## src/sv/rrq_pkg.sv

```systemverilog
`default_nettype none

package rrq_pkg;

	// Default sizing of the queue.
	localparam int QUEUE_DEPTH_DEF = 32;
	localparam int ID_BITS_DEF     = 8;

	// Fixed widths of the transaction fields.
	localparam int TASK_ID_W = 8;
	localparam int REQ_W     = 2;
	localparam int STATUS_W  = 3;
	localparam int OCC_W     = 6;

	// A tick only rotates when at least this many tasks are queued.
	localparam int RESCHED_MIN = 2;

	// Request codes.
	localparam logic [REQ_W-1:0] REQ_ENQ    = 2'd0;
	localparam logic [REQ_W-1:0] REQ_REMOVE = 2'd1;
	localparam logic [REQ_W-1:0] REQ_PICK   = 2'd2;
	localparam logic [REQ_W-1:0] REQ_TICK   = 2'd3;

	// Status codes.
	localparam logic [STATUS_W-1:0] STAT_OK        = 3'd0;
	localparam logic [STATUS_W-1:0] STAT_FULL      = 3'd1;
	localparam logic [STATUS_W-1:0] STAT_NOT_FOUND = 3'd2;
	localparam logic [STATUS_W-1:0] STAT_EMPTY     = 3'd3;
	localparam logic [STATUS_W-1:0] STAT_DUP       = 3'd4;

	typedef enum logic [2:0] {
		S_IDLE,
		S_SCAN,
		S_PICK,
		S_FINISH,
		S_RESP
	} state_t;

	// Status from the datapath to the sequencer.
	typedef struct packed {
		logic in_fire;
		logic is_pick;
		logic scan_done;
		logic out_fire;
	} fsm_in_t;

	// Controls from the sequencer to the datapath.
	typedef struct packed {
		logic in_ready;
		logic start;
		logic scan_en;
		logic pick_load;
		logic finish;
		logic out_valid;
	} fsm_ctl_t;

endpackage

`default_nettype wire

```

## src/sv/rrq_fsm.sv

```systemverilog
`default_nettype none

// Sequencer: accepts one request, runs the slot scan (or, for a pick, loads the head), then presents the result.
module rrq_fsm import rrq_pkg::*; (
	input  wire logic     clk,
	input  wire logic     arst_n,
	input  wire fsm_in_t  sts,
	output fsm_ctl_t      ctl
);

	state_t state_q;
	state_t state_d;

	always_ff @(posedge clk or negedge arst_n) begin
		if (!arst_n) begin
			state_q <= S_IDLE;
		end else begin
			state_q <= state_d;
		end
	end

	always_comb begin
		state_d = state_q;
		unique case (state_q)
			S_IDLE: begin
				if (sts.in_fire) begin
					state_d = sts.is_pick ? S_PICK : S_SCAN;
				end
			end
			S_SCAN: begin
				if (sts.scan_done) begin
					state_d = S_FINISH;
				end
			end
			S_PICK:   state_d = S_RESP;
			S_FINISH: state_d = S_RESP;
			S_RESP: begin
				if (sts.out_fire) begin
					state_d = S_IDLE;
				end
			end
			default:  state_d = S_IDLE;
		endcase
	end

	always_comb begin
		ctl = '0;
		unique case (state_q)
			S_IDLE: begin
				ctl.in_ready = 1'b1;
				ctl.start    = sts.in_fire;
			end
			S_SCAN:   ctl.scan_en   = 1'b1;
			S_PICK:   ctl.pick_load = 1'b1;
			S_FINISH: ctl.finish    = 1'b1;
			S_RESP:   ctl.out_valid = 1'b1;
			default:  ctl = '0;
		endcase
	end

endmodule

`default_nettype wire

```

## config.mk

```make
export PLATFORM = sky130hd
export DESIGN_NAME = rrq_fsm
export DESIGN_NICKNAME = d
export VERILOG_FILES = /design/src/sv/rrq_pkg.sv /design/src/sv/rrq_fsm.sv
export SDC_FILE = /design/constraint.sdc
export NUM_CORES = 1
export LEC_CHECK = 0
export ABC_AREA = 1
export BUFFER_PORTS_ARGS = -buffer_cell sky130_fd_sc_hd__buf_2
export CAP_MARGIN = 20
export CELL_PAD_IN_SITES_DETAIL_PLACEMENT = 0
export CELL_PAD_IN_SITES_GLOBAL_PLACEMENT = 1
export CORE_AREA = 4 4 41 43
export DETAILED_ROUTE_END_ITERATION = 8
export DIE_AREA = 0 0 45 47
export PLACE_DENSITY = 0.57
export SETUP_SLACK_MARGIN = 0.2
export SYNTH_ARGS = -nofsm -noshare
export SYNTH_HDL_FRONTEND = slang
export SYNTH_SLANG_ARGS = --single-unit
```

## constraint.sdc

```tcl
create_clock -name clk -period 1.07 [get_ports clk]
set_clock_uncertainty 0.15 [all_clocks]
set_input_delay 0.214 -clock clk [delete_from_list [all_inputs] [get_ports clk]]
set_output_delay 0.214 -clock clk [all_outputs]
set_load 0.05 [all_outputs]
```

==> flow_metrics.env, run 1 <==
export IMPL_layout_min_cycle_time_ns=1.53
export IMPL_placedCellCount=63
export IMPL_crit_family="flip-flops"
export IMPL_cp_start_kind="flip-flop"
export IMPL_grt_overflow=0
export IMPL_drc_errors=0
export IMPL_io_pins=12
export IMPL_peakVddDrop_v=0.00117
export IMPL_yosysSeqAreaShare=0.343
export IMPL_ys_ff_latch=3
export IMPL_synth_top_family_by_area="simple AND/OR/NAND/NOR gates"
export IMPL_clockRootBuffer="clkbuf_4"
export IMPL_hold_viol=0
export IMPL_synth_nets=35
export IMPL_leakage_nw=0.238
export IMPL_worst_path_buf_inv=1
export IMPL_path_class="reg -> out"
export IMPL_synth_adder_area_share=0
export IMPL_pwr_share_comb=0.718
export IMPL_yosys_area_share_simple=0.480
export IMPL_cp_cell_sequence="nor2_4 -> nand2_4 -> nor2_4 -> buf_6"
export IMPL_max_stage_delay_ns=0.47
export IMPL_endpoint_kind="output pin"
export IMPL_portBuffers=11
export IMPL_largest_register="state_q"
export IMPL_netSwitchingFraction=0.496
export IMPL_p_clk_frac=0.117
export IMPL_drtAntennaViolNets=0
export IMPL_cp_common_cell="nor2_4"
export IMPL_arrival_ns=1.16
export IMPL_worst_pin_slew_ns=0.191
export IMPL_top_usage_layer="met2"
export IMPL_core_area_mm2=0.00130
export IMPL_p_int_w=0.000853
export IMPL_avgSynthCellArea_um2=7.55
export IMPL_cts_sinks=3
export IMPL_clockBufferDepth=2
export IMPL_synth_cell_types=13
export IMPL_worst_ep_required_time_ns=0.71
export IMPL_place_area_um2=404
export IMPL_areaGrowthSynthToFinish_pct=135
export IMPL_cts_clk_slew_worst_paths_ns=0.04
export IMPL_antenna_found_initial=0
export IMPL_design_area_um2=515
export IMPL_status="finished with violations"
export IMPL_start_util=0.168
export IMPL_wirelength_um=575
export IMPL_grt_max_degree=8
export IMPL_synth_top_area_frac=0.343
export IMPL_yosys_mux_area_fraction=0
export IMPL_via_per_inst=3.99
export IMPL_fp_dieW_um=45
export IMPL_layout_drive_gt1_share=0.800
export IMPL_violations="setup timing"
export IMPL_critPathSlowestCell="dfrtp_2"
export IMPL_synth_compound_area_frac=0.0743
export IMPL_slew_limit_headroom=0.872
export IMPL_final_util=0.396
export IMPL_cap_violations=0
export IMPL_firstDrtPassIters=1
export IMPL_clk_latency_ns=0.23
export IMPL_instances_no_fill=70
export IMPL_syn_inst=29
export IMPL_rsz0062_at_grt="yes"
export IMPL_synth_top_area_cell="dfrtp_1"
export IMPL_synth_xor_area_frac=0
export IMPL_fin_setup_tns_ns=-2.86
export IMPL_p_per_area_mw_per_mm2=3280
export IMPL_largest_reg_flops=3
export IMPL_cts_tree="done"
export IMPL_synth_area_um2=219
export IMPL_finalCritPeriodShare=1.43
export IMPL_drtIter0Drc=0
export IMPL_gp_congestion=0.673
export IMPL_cts_inserted_buffers=3
export IMPL_globalRouteMet3Util=0.0230
export IMPL_row_count=13
export IMPL_met1_usage=0.0595
export IMPL_fin_nets=62
export IMPL_ys_warn_count=0
export IMPL_wl_per_cell_um=8.21
export IMPL_fin_ws_ns=-0.455
export IMPL_post_dp_hpwl_um=437
export IMPL_grt_pass1_wl_um=972
export IMPL_htreeDepth=1
export IMPL_synth_area_leaders="dfrtp_1 34%, nand3_2 14%, nand2_1 10%"
export IMPL_timing_fmax_mhz=656
export IMPL_setup_viol_count_final=9
export IMPL_met2_usage=0.116
export IMPL_p_sw_w=0.000840
export IMPL_worstHoldPathType="in -> reg"
export IMPL_crit_fanout=6
export IMPL_grt_pass1_vias=275
export IMPL_dieArea_mm2=0.00212
export IMPL_n_antenna_cell=0
export IMPL_reg_top3="state_q: 3 flops"
export IMPL_p_seq_frac=0.165
export IMPL_drv_slew=0
export IMPL_hold_slack_ns=0.119
export IMPL_num_vias=279
export IMPL_grtUsageTotal=0.0697
export IMPL_die_h_um=47
power groups by stage:
| stage | registers (W) | clock network (W) | logic, W |
|---|---|---|---|
| CTS | 0.000265 | 0.000211 | 0.00120 |
| global placement | 0.000260 | 0 | 0.00100 |
| floorplan | 0.000262 | 0 | 0.000702 |
| global route | 0.000283 | 0.000222 | 0.00130 |
| finish | 0.000279 | 0.000198 | 0.00122 |
| detailed placement | 0.000259 | 0 | 0.000995 |
final timing paths:
path,start,end,slack (ns),depth (start not counted)
max in group asynchronous,arst_n,state_q[1]$_DFFE_PN0P_,0.50,2
min in group asynchronous,arst_n,state_q[0]$_DFFE_PN0P_,0.15,2
worst min register to register,state_q[1]$_DFFE_PN0P_,state_q[2]$_DFFE_PN0P_,0.52,2
worst max-delay path,state_q[1]$_DFFE_PN0P_,ctl[4],-0.46,4
worst min-delay path,sts[2],state_q[0]$_DFFE_PN0P_,0.12,3
worst max register to register,state_q[1]$_DFFE_PN0P_,state_q[1]$_DFFE_PN0P_,-0.17,5
cell type report:
cell class,instances,area [um2]
multi-input cells,20,170
well taps,15,18.8
flip-flops and latches,3,78.8
fillers,141,786
clock buffers,4,26.3
repair buffers,22,189
inverters,6,32.5
logic make-up after synthesis:
family	count (synthesis)
simple gates	18
compound gates	2
flops	3
buf+inv	6
worst reg2reg max path: cells and delay by family, from the launching register on:
kind                   cells  cell delay [ns]
buffers and inverters      1             0.14
DFF                        1             0.47
and+or+nand+nor            4             0.38
synthesized netlist by cell type, drive strengths merged:
cell type,n
dfrtp,3
clkinv,1
a21oi,1
nor2,6
o211ai,1
nand2,6
nand3b,2
nor3,1
inv,5
nand3,3
per-stage QoR:
stage	setup slack (ns)	power, W
floorplan	-0.286	0.000963
global placement	-0.340	0.00126
detailed placement	-0.326	0.00125
CTS	-0.470	0.00167
global route	-0.507	0.00180
finish	-0.455	0.00169
per-layer routing:
metal | share of wire | wire [um]
met5 | 0 | 0
met4 | 0.030 | 17
met3 | 0.049 | 28
met2 | 0.54 | 312
met1 | 0.38 | 216
layout by cell type (no fill, tap or decap), drive strengths merged:
cell type,n
inv,3
nand3,3
clkinvlp,2
nor2,6
a21oi,1
nor3,1
nand2,6
clkinv,1
nand3b,2
buf,21
o211ai,1
dlygate4sd3,1
dfrtp,3
clkbuf,4
repair_timing:
action                                 4_1_cts  5_1_grt
setup endpoints to repair                    9        9
setup buffers                                1        1
hold buffers                                 1        0
gates resized for setup                     17        3
pin swaps                                    5        1
endpoints found under the hold margin        3        0
Note: power is estimated with default switching activity, not from simulation.
==> run 2: changes to the inputs <==
CAP_MARGIN = default   (was 20)
PLACE_DENSITY = 0.56   (was 0.57)
clock period = 1.95 ns   (was 1.07 ns; I/O delays follow)
==> run 2 against run 1 <==
  * The flow now finishes without violations
  * Worst hold slack improved by 0.20 ns
  * First-iteration DRC count increased by 2
  * Largest cell class is now multi-input gates
  * Critical endpoint is now ctl[2]
  * Clock power decreased by 46%
==> flow_metrics.env, run 2 (synthesized netlist as in run 1, its figures left out) <==
export IMPL_endpoint_kind="output pin"
export IMPL_leakage_nw=0.208
export IMPL_crit_family="flip-flops"
export IMPL_gp_congestion=0.678
export IMPL_regArea_um2=77.6
export IMPL_largest_reg_flops=3
export IMPL_reg2reg_slack_ns=0.74
export IMPL_crit_start="state_q[2]$_DFFE_PN0P_"
export IMPL_drtAntennaViolNets=0
export IMPL_fin_nets=55
export IMPL_final_util=0.294
export IMPL_layout_min_cycle_time_ns=1.71
export IMPL_placedCellCount=55
export IMPL_clockBufferDepth=2
export IMPL_critPathSlowestCell="dfrtp_1"
export IMPL_areaGrowthSynthToFinish_pct=74.9
export IMPL_worstHoldPathType="in -> reg"
export IMPL_grt_pass1_vias=243
export IMPL_grt_overflow=0
export IMPL_core_area_mm2=0.00130
export IMPL_hold_viol=0
export IMPL_num_vias=259
export IMPL_cp_cell_sequence="inv_2 -> nand2_1 -> nor2_2 -> buf_4"
export IMPL_dieArea_mm2=0.00212
export IMPL_post_dp_hpwl_um=427
export IMPL_cap_violations=0
export IMPL_finalCritPeriodShare=0.876
export IMPL_grtUsageTotal=0.0649
export IMPL_critPathCapture="ctl[2]"
export IMPL_slew_limit_headroom=0.836
export IMPL_peakVddDrop_v=0.000699
export IMPL_die_h_um=47
export IMPL_grt_max_degree=8
export IMPL_layout_drive_gt1_share=0.646
export IMPL_p_per_area_mw_per_mm2=1880
export IMPL_via_per_inst=4.11
export IMPL_path_class="reg -> out"
export IMPL_multiInputGateArea_um2=136
export IMPL_wl_per_cell_um=9.33
export IMPL_clk_latency_ns=0.23
export IMPL_reg_top3="state_q: 3 flops"
export IMPL_worst_ep_required_time_ns=1.41
export IMPL_cp_start_kind="flip-flop"
export IMPL_row_count=13
export IMPL_mostFrequentLayoutCell="buf_2"
export IMPL_r2r_end="state_q[1]$_DFFE_PN0P_"
export IMPL_layout_common_cells="7 x buf_2, 6 x buf_4, 5 x nand2_1"
export IMPL_clockRootBuffer="clkbuf_4"
export IMPL_antenna_found_initial=0
export IMPL_arrival_ns=1.17
export IMPL_timing_fmax_mhz=585
export IMPL_nFillCells=150
export IMPL_max_stage_delay_ns=0.42
export IMPL_fin_ws_ns=0.242
export IMPL_io_pins=12
export IMPL_instances_no_fill=63
export IMPL_cts_tree="done"
export IMPL_status="complete, no violations"
export IMPL_drtIter0Drc=2
export IMPL_worst_path_buf_inv=2
export IMPL_crit_cells=4
export IMPL_rsz0062_at_grt="yes"
export IMPL_largest_register="state_q"
export IMPL_firstDrtPassIters=2
export IMPL_wirelength_um=588
export IMPL_timing_rr_start="state_q[0]$_DFFE_PN0P_"
export IMPL_n_antenna_cell=0
export IMPL_dp_slack_ns=0.334
export IMPL_rr_worst_depth=5
export IMPL_crit_fanout=6
export IMPL_drc_errors=0
export IMPL_cts_inserted_buffers=3
export IMPL_setup_viol_count_final=0
export IMPL_worst_pin_slew_ns=0.248
export IMPL_grt_pass1_wl_um=917
export IMPL_htreeDepth=1
export IMPL_fin_setup_tns_ns=0
export IMPL_fp_dieW_um=45
export IMPL_start_util=0.168
export IMPL_portBuffers=11
export IMPL_cts_clk_slew_worst_paths_ns=0.03
export IMPL_drv_slew=0
export IMPL_cts_sinks=3
run 2: power by group:
| group | total [W] | internal (W) | leakage, nW | switching [W] |
|---|---|---|---|---|
| Clock | 0.000106 | 0.0000765 | 0.0150 | 0.0000298 |
| Sequential | 0.000139 | 0.0000903 | 0.0361 | 0.0000484 |
| Combinational | 0.000476 | 0.000167 | 0.157 | 0.000309 |
| Total | 0.000721 | 0.000334 | 0.208 | 0.000387 |
run 2: cell type report:
class                      instances  share of cell area
clock buffer                       4              0.0686
inverter                           6              0.0588
multi-input combinational         20               0.356
sequential                         3               0.203
tap                               15              0.0490
timing repair buffer              15               0.265
run 2: repair_timing:
action / 4_1_cts / 5_1_grt
gates resized for setup: 7 / 2
pin swaps: 1 / 0
hold endpoints to repair: 3 / 0
hold buffers: 1 / 0
gates cloned: 0 / 0
endpoints found under the setup margin: 4 / 3
buffers inserted: 1 / 2
run 2: layer usage:
metal | wire length, um | GRT usage
met1 | 262 | 0.0664
met2 | 255 | 0.0960
met3 | 54 | 0.0268
met4 | 16 | 0.0702
met5 | 0 | 0
run 2: how the worst min path moves through the flow:
stage | endpoint | cells after the start | slack (ns) | start
final | state_q[0]$_DFFE_PN0P_ | 3 | 0.32 | sts[2]
after CTS | state_q[0]$_DFFE_PN0P_ | 3 | 0.30 | sts[2]
after detailed placement | state_q[2]$_DFFE_PN0P_ | 1 | 0.04 | arst_n
after global placement | state_q[2]$_DFFE_PN0P_ | 1 | 0.04 | arst_n
after floorplan | state_q[0]$_DFFE_PN0P_ | 0 | -0.06 | arst_n
after global routing | state_q[0]$_DFFE_PN0P_ | 3 | 0.31 | sts[2]
run 2: through the flow:
stage               instance area [um2]  total power [W]  hold WS, ns
finish                              383         0.000721        0.316
detailed placement                  303         0.000531       0.0378
global placement                    303         0.000533       0.0359
CTS                                 363         0.000696        0.304
floorplan                           229         0.000452      -0.0556
global route                        383         0.000778        0.309
run 2: worst register-to-register path: stages (launching register included):
cell and delay (ns):
dfrtp_2 0.44, nor2_4 0.14, buf_4 0.13, nand3_2 0.09
nand3_2 0.10, nor2_2 0.04
