**src/sv/rrq_ram.sv**
```systemverilog
`default_nettype none

// Single write port, single registered read port.
module rrq_ram #(
	parameter int DEPTH = 32,
	parameter int WIDTH = 8,
	localparam int AW = (DEPTH > 1) ? $clog2(DEPTH) : 1
) (
	input  wire logic             clk,
	input  wire logic             we,
	input  wire logic [AW-1:0]    waddr,
	input  wire logic [WIDTH-1:0] wdata,
	input  wire logic [AW-1:0]    raddr,
	output logic      [WIDTH-1:0] rdata
);

	logic [WIDTH-1:0] mem [DEPTH];

	always_ff @(posedge clk) begin
		if (we) begin
			mem[waddr] <= wdata;
		end
		rdata <= mem[raddr];
	end

endmodule

`default_nettype wire

```
**config.mk**
```make
export PLATFORM = sky130hd
export DESIGN_NAME = rrq_ram
export DESIGN_NICKNAME = d
export VERILOG_FILES = /design/src/sv/rrq_ram.sv
export SDC_FILE = /design/constraint.sdc
export NUM_CORES = 1
export LEC_CHECK = 0
export ABC_AREA = 1
export BUFFER_PORTS_ARGS = -buffer_cell sky130_fd_sc_hd__buf_2
export CORE_ASPECT_RATIO = 0.75
export CORE_UTILIZATION = 45
export DETAILED_ROUTE_END_ITERATION = 8
export PLACE_DENSITY = 0.62
export SYNTH_ARGS = -nofsm -noshare
export SYNTH_HDL_FRONTEND = slang
export SYNTH_SLANG_ARGS = --single-unit
```
**constraint.sdc**
```tcl
create_clock -name clk -period 2.1 [get_ports clk]
set_clock_uncertainty 0.1 [all_clocks]
set_input_delay 0.525 -clock clk [delete_from_list [all_inputs] [get_ports clk]]
set_output_delay 0.525 -clock clk [all_outputs]
set_load 0.1 [all_outputs]
```
==> impl_metrics.env, run 1 <==
export IMPL_fin_crit_ns=2.01
export IMPL_core_area_um2=23200
export IMPL_synth_ff_latch_count=264
export IMPL_io_pins=28
export IMPL_drt_iter0_drc=668
export IMPL_ys_types=12
export IMPL_rrSetupSlack_ns=0.85
export IMPL_cts_resized=0
export IMPL_cp_depth=1
export IMPL_r2r_end="rdata[6]$_DFF_P_"
export IMPL_antenna_cells=0
export IMPL_drt_total_wl_um=25800
export IMPL_nets=1007
export IMPL_synth_top_area_cell="edfxtp_1"
export IMPL_p_leak_nw=4.75
export IMPL_required_ns=1.47
export IMPL_post_cts_buffers=0
export IMPL_maxSlewViolCount=0
export IMPL_area_growth_pct=16.3
export IMPL_critPathLaunch="rdata[6]$_DFF_P_"
export IMPL_worstSetupPathType="reg2out"
export IMPL_final_cell_mix="nand2_1 (360), edfxtp_1 (256), nand3_1 (204)"
export IMPL_max_slew_margin_rel=0.501
export IMPL_setup_tns_ns=0
export IMPL_path_cells="buf_2"
export IMPL_worst_pin_slew_ns=0.748
export IMPL_start_util=0.464
export IMPL_finalHoldViolations=0
export IMPL_r2r_cells=8
export IMPL_nFillCells=1932
export IMPL_synth_cells=922
export IMPL_finalCritPeriodShare=0.956
export IMPL_final_common_cell="nand2_1"
export IMPL_rsz0062_at_grt="no"
export IMPL_slowest_delay_ns=0.46
export IMPL_drc_errors=0
export IMPL_drive_above_1_share=0.131
export IMPL_dieHeight_um=136
export IMPL_p_total_mw=12.0
export IMPL_cp_max_fo=1
export IMPL_fp_dieW_um=181
export IMPL_path_clk_slew_ns=0.06
export IMPL_grt_overflow_total=0
export IMPL_vias=6890
export IMPL_cpMaxStageDelayCell="buf_2"
export IMPL_clock_sinks=264
export IMPL_synth_area_top_cells="edfxtp_1 (71%), nand2_1 (13%), nand3_1 (9.5%), buf_6 (2.5%), dfxtp_1 (1.5%)"
export IMPL_dr_pass1_iters=5
export IMPL_antenna_left=0
export IMPL_p_per_area_nw_per_um2=956
export IMPL_grt_max_degree=56
export IMPL_critPathArrivalTime_ns=1.38
export IMPL_cts_made_buffers=26
export IMPL_maxCapViolCount=0
export IMPL_grt_pass1_vias=6580
export IMPL_post_synth_instance_area_um2=10800
export IMPL_critical_path_startpoint_type="register"
export IMPL_ir_drop_v=0.000480
export IMPL_via_per_inst=5.28
export IMPL_fmax_ghz=0.498
export IMPL_endpoint_kind="output port"
export IMPL_htreeDepth=1
export IMPL_clockBufferDepth=3
export IMPL_cts_tree="done"
export IMPL_grt_pass1_wl_um=39500
export IMPL_ys_warn_count=0
export IMPL_dieArea_um2=24600
export IMPL_setup_viol=0
export IMPL_antenna_found_initial=0
export IMPL_avgRoutedWirePerCell_um=19.7
export IMPL_clock_root_buffer="clkbuf_16"
export IMPL_hold_class="in2reg"
export IMPL_yosysTopAreaCellShare=0.713
export IMPL_num_rows=48
export IMPL_ys_seq_area_frac=0.728
export IMPL_min_from="raddr[4]"
export IMPL_setup_worst_path_end="rdata[6]"
export IMPL_multi_input_area_um2=2490
export IMPL_cts_hold_buf=0
export IMPL_hpwl_um=15800
export IMPL_r2r_start="mem[19][6]$_DFFE_PP_"
export IMPL_synth_nets=942
export IMPL_grtUsageTotal=0.214
export IMPL_place_gp_congestion=0.857
export IMPL_status="finished, final reports clean"
export IMPL_avgSynthCellArea_um2=11.7
export IMPL_crit_family="buffers and inverters"
export IMPL_clkLatencyLatePin_ns=0.52
export IMPL_cp_num_buf_inv=1
export IMPL_seqCellArea_um2=7850
export IMPL_io_buffers=27
cells in the mapped netlist (all sizes together):
| cell | count |
|---|---|
| nand2 | 360 |
| edfxtp | 256 |
| nand3 | 204 |
| buf | 45 |
| nor2 | 32 |
| inv | 10 |
| dfxtp | 8 |
| clkbuf | 7 |
routing by layer:
metal,track usage,wire length (um),share of wire,up-vias
met1,0.322,12400,0.48,3334
met2,0.336,11600,0.45,200
met3,0.0268,1390,0.054,30
met5,0,0,0,-
met4,0.0437,368,0.014,0
li1,-,-,-,3326
cell type report:
cell class,instances,share of cell area
well taps,300,0.0299
flip-flops and latches,264,0.626
inverters,10,0.00319
clock buffers,34,0.0583
repair buffers,89,0.0650
multi-input cells,596,0.199
clock inverters,13,0.0193
worst min path at each step:
stage                                to  slack (ns)  cells after the start
floorplan           mem[0][0]$_DFFE_PP_        0.52                      0
global placement       rdata[6]$_DFF_P_        0.63                      8
detailed placement     rdata[0]$_DFF_P_        0.65                      8
CTS                    rdata[3]$_DFF_P_        0.21                      3
global route           rdata[7]$_DFF_P_        0.25                      3
finish                 rdata[3]$_DFF_P_        0.23                      3
flip-flops by register name, summed over array words and instances (netlist names):
signal	count
mem	256
rdata	8
tightest hold or removal path: stages:
cell and delay [ns]:
buf_2 0.16, nand2_1 0.08, nand2_1 0.04
through the flow:
stage                     std cells  setup WS, ns  instance area [um^2]  hold slack [ns]   util
after CTS                      1306        0.0913                 12500            0.215  0.540
after global routing           1306        0.0799                 12500            0.250  0.540
after floorplan                 922         0.441                 10800            0.524      -
after global placement         1259         0.225                 11600            0.632  0.498
after detailed placement       1259         0.205                 11600            0.648  0.498
final                          1306        0.0918                 12500            0.228  0.540
kinds of logic (layout without fill, tap and decap cells):
| group | Yosys count | after routing | synth area share |
|---|---|---|---|
| buffers and inverters | 62 | 146 | 0.0414 |
| AND/OR/NAND/NOR | 596 | 596 | 0.231 |
| flip-flops | 264 | 264 | 0.728 |
power by group:
group          leakage [nW]  internal [mW]  switching [mW]
combinational          1.90          0.238           0.651
clock                 0.477           3.31            1.92
sequential             2.37           5.85          0.0291
total                  4.75           9.40            2.60
Power figures use the tool's default switching activity.
==> inputs of run 2 (changes only) <==
- REMOVE_ABC_BUFFERS: not set -> 1
==> impl_metrics.env, run 2 (same netlist as run 1, synthesis figures left out) <==
export IMPL_p_per_area_nw_per_um2=923
export IMPL_via_per_inst=5.36
export IMPL_maxCapViolCount=0
export IMPL_whs_ns=0.354
export IMPL_power_switching_mw=2.61
export IMPL_ir_drop_v=0.000645
export IMPL_drive_above_1_share=0.127
export IMPL_cpMaxStageDelayCell="buf_2"
export IMPL_place_gp_congestion=0.826
export IMPL_io_pins=28
export IMPL_r2r_cells=8
export IMPL_io_buffers=27
export IMPL_cts_hold_buf=0
export IMPL_antenna_left=0
export IMPL_fmax_ghz=0.488
export IMPL_vias=7014
export IMPL_avgRoutedWirePerCell_um=20.8
export IMPL_critPathArrivalTime_ns=1.42
export IMPL_required_ns=1.47
export IMPL_p_total_mw=11.4
export IMPL_critPathLaunch="rdata[1]$_DFF_P_"
export IMPL_cp_depth=1
export IMPL_top_regs="mem x256, rdata x8"
export IMPL_swShare=0.229
export IMPL_slowest_delay_ns=0.47
export IMPL_clock_sinks=264
export IMPL_min_delay_path_depth=4
export IMPL_regMostFlops="mem"
export IMPL_largest_register_ffs=256
export IMPL_worst_pin_slew_ns=0.703
export IMPL_critical_path_startpoint_type="register"
export IMPL_cts_tree="done"
export IMPL_rsz0062_at_grt="no"
export IMPL_fp_dieW_um=181
export IMPL_final_common_cell="nand2_1"
export IMPL_clockBufferDepth=3
export IMPL_pre_cts_ws_ns=0.114
export IMPL_status="finished, final reports clean"
export IMPL_seqCellArea_um2=7850
export IMPL_pwr_share_comb=0.078
export IMPL_internal_power_mw=8.78
export IMPL_cts_resized=0
export IMPL_hpwl_um=16600
export IMPL_cp_num_buf_inv=1
export IMPL_crit_family="buffers and inverters"
export IMPL_antenna_found_initial=0
export IMPL_area_growth_pct=14.5
export IMPL_drt_total_wl_um=27300
export IMPL_setup_ws_ns=0.0523
export IMPL_path_clk_slew_ns=0.06
export IMPL_maxSlewViolCount=0
export IMPL_fin_crit_ns=2.05
export IMPL_p_leak_nw=4.67
export IMPL_grt_max_degree=46
export IMPL_nets=1009
export IMPL_grt_pass1_vias=6675
export IMPL_cts_made_buffers=26
export IMPL_drt_iter0_drc=685
export IMPL_grt_overflow_total=0
export IMPL_worstSetupPathType="reg2out"
export IMPL_drc_errors=0
export IMPL_final_cell_mix="nand2_1 (360), edfxtp_1 (256), nand3_1 (204)"
export IMPL_path_cells="buf_2"
export IMPL_nFillCells=1989
export IMPL_core_area_um2=23200
export IMPL_finalCritPeriodShare=0.975
export IMPL_grt_pass1_wl_um=41900
export IMPL_htreeDepth=1
export IMPL_max_slew_margin_rel=0.532
export IMPL_r2r_start="mem[25][1]$_DFFE_PP_"
export IMPL_dieArea_um2=24600
export IMPL_antenna_cells=0
export IMPL_min_from="raddr[4]"
export IMPL_endpoint_kind="output port"
export IMPL_post_cts_buffers=0
export IMPL_pwr_share_clk=0.405
export IMPL_seq_power_share=0.516
export IMPL_cp_max_fo=1
export IMPL_dr_pass1_iters=5
export IMPL_start_util=0.464
export IMPL_setup_viol=0
export IMPL_finalHoldViolations=0
export IMPL_hold_class="in2reg"
export IMPL_clock_root_buffer="clkbuf_16"
export IMPL_utilization=0.531
export IMPL_num_rows=48
export IMPL_grtUsageTotal=0.230
export IMPL_clkLatencyLatePin_ns=0.53
export IMPL_dieHeight_um=136
export IMPL_setup_tns_ns=0
export IMPL_multi_input_area_um2=2490
## run 2: changes by cell type in the layout (fill, tap and decap cells not counted)
| cell | previous run | this run |
|---|---|---|
| buf_12 | 17 | 11 |
| clkinv_1 | 2 | 7 |
| clkbuf_1 | 4 | 5 |
| clkbuf_8 | 3 | 0 |
| buf_4 | 46 | 54 |
| bufinv_16 | 7 | 3 |
| clkinv_4 | 1 | 0 |
| clkinv_2 | 3 | 5 |
## run 2: per-stage QoR
stage                     instances  area (um^2)
after CTS                      1308        12300
after detailed placement       1261        11500
after global routing           1308        12300
final                          1308        12300
after global placement         1261        11500
after floorplan                 870        10400
## run 2: power groups by stage
stage,combinational (mW),sequential (mW),clock [mW]
after floorplan,0.309,6.12,0
after global placement,0.883,6.00,0
after detailed placement,0.891,6.00,0
after CTS,0.894,5.88,4.67
after global routing,0.970,5.89,4.87
final,0.892,5.88,4.62
## run 2: layout make-up
class	instances	area share
Sequential cell	264	0.636
Multi-Input combinational cell	596	0.202
Timing Repair Buffer	91	0.0612
Clock buffer	32	0.0562
Tap cell	300	0.0304
Clock inverter	15	0.0115
Inverter	10	0.00324
## run 2: worst paths after layout
path	to	slack, ns
min reg2reg	rdata[1]$_DFF_P_	0.67
max reg2reg	rdata[1]$_DFF_P_	0.81
min	rdata[6]$_DFF_P_	0.35
max	rdata[1]	0.05
## run 2: routing by layer
layer | vias up | part of all wire | GRT usage
li1 | 3330 | - | -
met1 | 3402 | 0.48 | 0.352
met2 | 253 | 0.44 | 0.346
met3 | 29 | 0.073 | 0.0372
met4 | 0 | 0.016 | 0.0446
met5 | - | 0 | 0
==> inputs of run 3 (changes only) <==
- CTS_CLUSTER_DIAMETER: not set -> 80
- SETUP_SLACK_MARGIN: not set -> 0.4
==> impl_metrics.env, run 3 (same netlist as run 1, synthesis figures left out) <==
export IMPL_antenna_cells=0
export IMPL_regMostFlops="mem"
export IMPL_grt_max_degree=46
export IMPL_cp_max_fo=1
export IMPL_maxCapViolCount=0
export IMPL_vias=7028
export IMPL_finalHoldViolations=0
export IMPL_rsz0062_at_grt="yes"
export IMPL_cpMaxStageDelayCell="dfxtp_4"
export IMPL_p_total_mw=11.5
export IMPL_path_cells="buf_12"
export IMPL_area_growth_pct=15.8
export IMPL_grt_pass1_vias=6718
export IMPL_power_switching_mw=2.63
export IMPL_utilization=0.537
export IMPL_final_common_cell="nand2_1"
export IMPL_fin_cells=1308
export IMPL_p_per_area_nw_per_um2=919
export IMPL_seq_power_share=0.514
export IMPL_grt_pass1_wl_um=42000
export IMPL_p_leak_nw=4.71
export IMPL_swShare=0.229
export IMPL_dp_cells=1261
export IMPL_maxSlewViolCount=0
export IMPL_top_regs="mem x256, rdata x8"
export IMPL_num_rows=48
export IMPL_fmax_ghz=0.583
export IMPL_grtUsageTotal=0.230
export IMPL_drc_errors=0
export IMPL_cts_tree="done"
export IMPL_setup_tns_ns=0
export IMPL_grt_overflow_total=0
export IMPL_hold_class="in2reg"
export IMPL_finalCritPeriodShare=0.817
export IMPL_drt_iter0_drc=682
export IMPL_start_util=0.464
export IMPL_hpwl_um=16600
export IMPL_status="finished, final reports clean"
export IMPL_largest_register_ffs=256
export IMPL_pwr_share_clk=0.403
export IMPL_cts_hold_buf=0
export IMPL_required_ns=1.47
export IMPL_drt_total_wl_um=27300
export IMPL_setup_viol=0
export IMPL_critical_path_startpoint_type="register"
export IMPL_antenna_left=0
export IMPL_dr_pass1_iters=8
export IMPL_clock_root_buffer="clkbuf_16"
export IMPL_worst_pin_slew_ns=0.710
export IMPL_clkLatencyLatePin_ns=0.52
export IMPL_clock_sinks=264
export IMPL_final_cell_mix="nand2_1 (360), edfxtp_1 (256), nand3_1 (204)"
export IMPL_maxUsedRoutingLayer="met4"
export IMPL_endpoint_kind="output port"
export IMPL_max_slew_margin_rel=0.527
export IMPL_cts_made_buffers=26
export IMPL_ir_drop_v=0.000657
export IMPL_antenna_found_initial=0
export IMPL_via_per_inst=5.37
export IMPL_stdcell_area_um2=12500
export IMPL_io_pins=28
export IMPL_dieArea_um2=24600
export IMPL_io_buffers=27
export IMPL_setup_ws_ns=0.385
export IMPL_htreeDepth=1
export IMPL_internal_power_mw=8.85
export IMPL_clockBufferDepth=3
export IMPL_whs_ns=0.355
export IMPL_slowest_delay_ns=0.39
export IMPL_cp_num_buf_inv=1
export IMPL_met2_length_um=11800
export IMPL_crit_family="flip-flops"
export IMPL_path_clk_slew_ns=0.06
export IMPL_core_area_um2=23200
export IMPL_place_gp_congestion=0.826
export IMPL_wl_met1_um=12800
export IMPL_pwr_share_comb=0.083
export IMPL_worstSetupPathType="reg2out"
export IMPL_wl_met3_um=2070
export IMPL_fp_dieW_um=181
export IMPL_fin_crit_ns=1.72
export IMPL_nets=1009
export IMPL_place_area_um2=11500
export IMPL_pre_cts_ws_ns=0.114
export IMPL_critPathArrivalTime_ns=1.09
export IMPL_drive_above_1_share=0.135
export IMPL_avgRoutedWirePerCell_um=20.9
export IMPL_dieHeight_um=136
[run 3: metal layers]
layer / global-route usage / vias to the layer above
li1: - / 3327
met1: 0.351 / 3422
met2: 0.343 / 246
met3: 0.0388 / 33
met4: 0.0541 / 0
met5: 0 / -
[run 3: final timing paths]
check,depth (start not counted),endpoint,startpoint,slack (ns)
setup / recovery,1,rdata[1],rdata[1]$_DFF_P_,0.38
hold / removal,4,rdata[3]$_DFF_P_,raddr[4],0.36
setup reg to reg,8,rdata[1]$_DFF_P_,mem[25][1]$_DFFE_PP_,0.79
hold reg to reg,8,rdata[1]$_DFF_P_,mem[2][1]$_DFFE_PP_,0.67
[run 3: layout make-up]
class                   instances  area [um^2]
multi-input cells             596         2490
clock buffers                  32          694
fillers                      1968        10800
clock inverters                15          141
flip-flops and latches        264         7870
repair buffers                 91          876
well taps                     300          375
inverters                      10         40.0
[run 3: power by group through the flow]
stage / sequential [mW] / combinational (mW) / clock, mW
after global placement: 6.00 / 0.883 / 0
after global routing: 5.90 / 1.03 / 4.87
after CTS: 5.90 / 0.953 / 4.67
after detailed placement: 6.00 / 0.891 / 0
after floorplan: 6.12 / 0.309 / 0
final: 5.90 / 0.953 / 4.62
[run 3: what timing repair did]
item                       in CTS  in global routing
hold endpoints to repair        0                  0
setup endpoints to repair       8                  5
resized for setup              44                  1
setup buffers                   0                  0
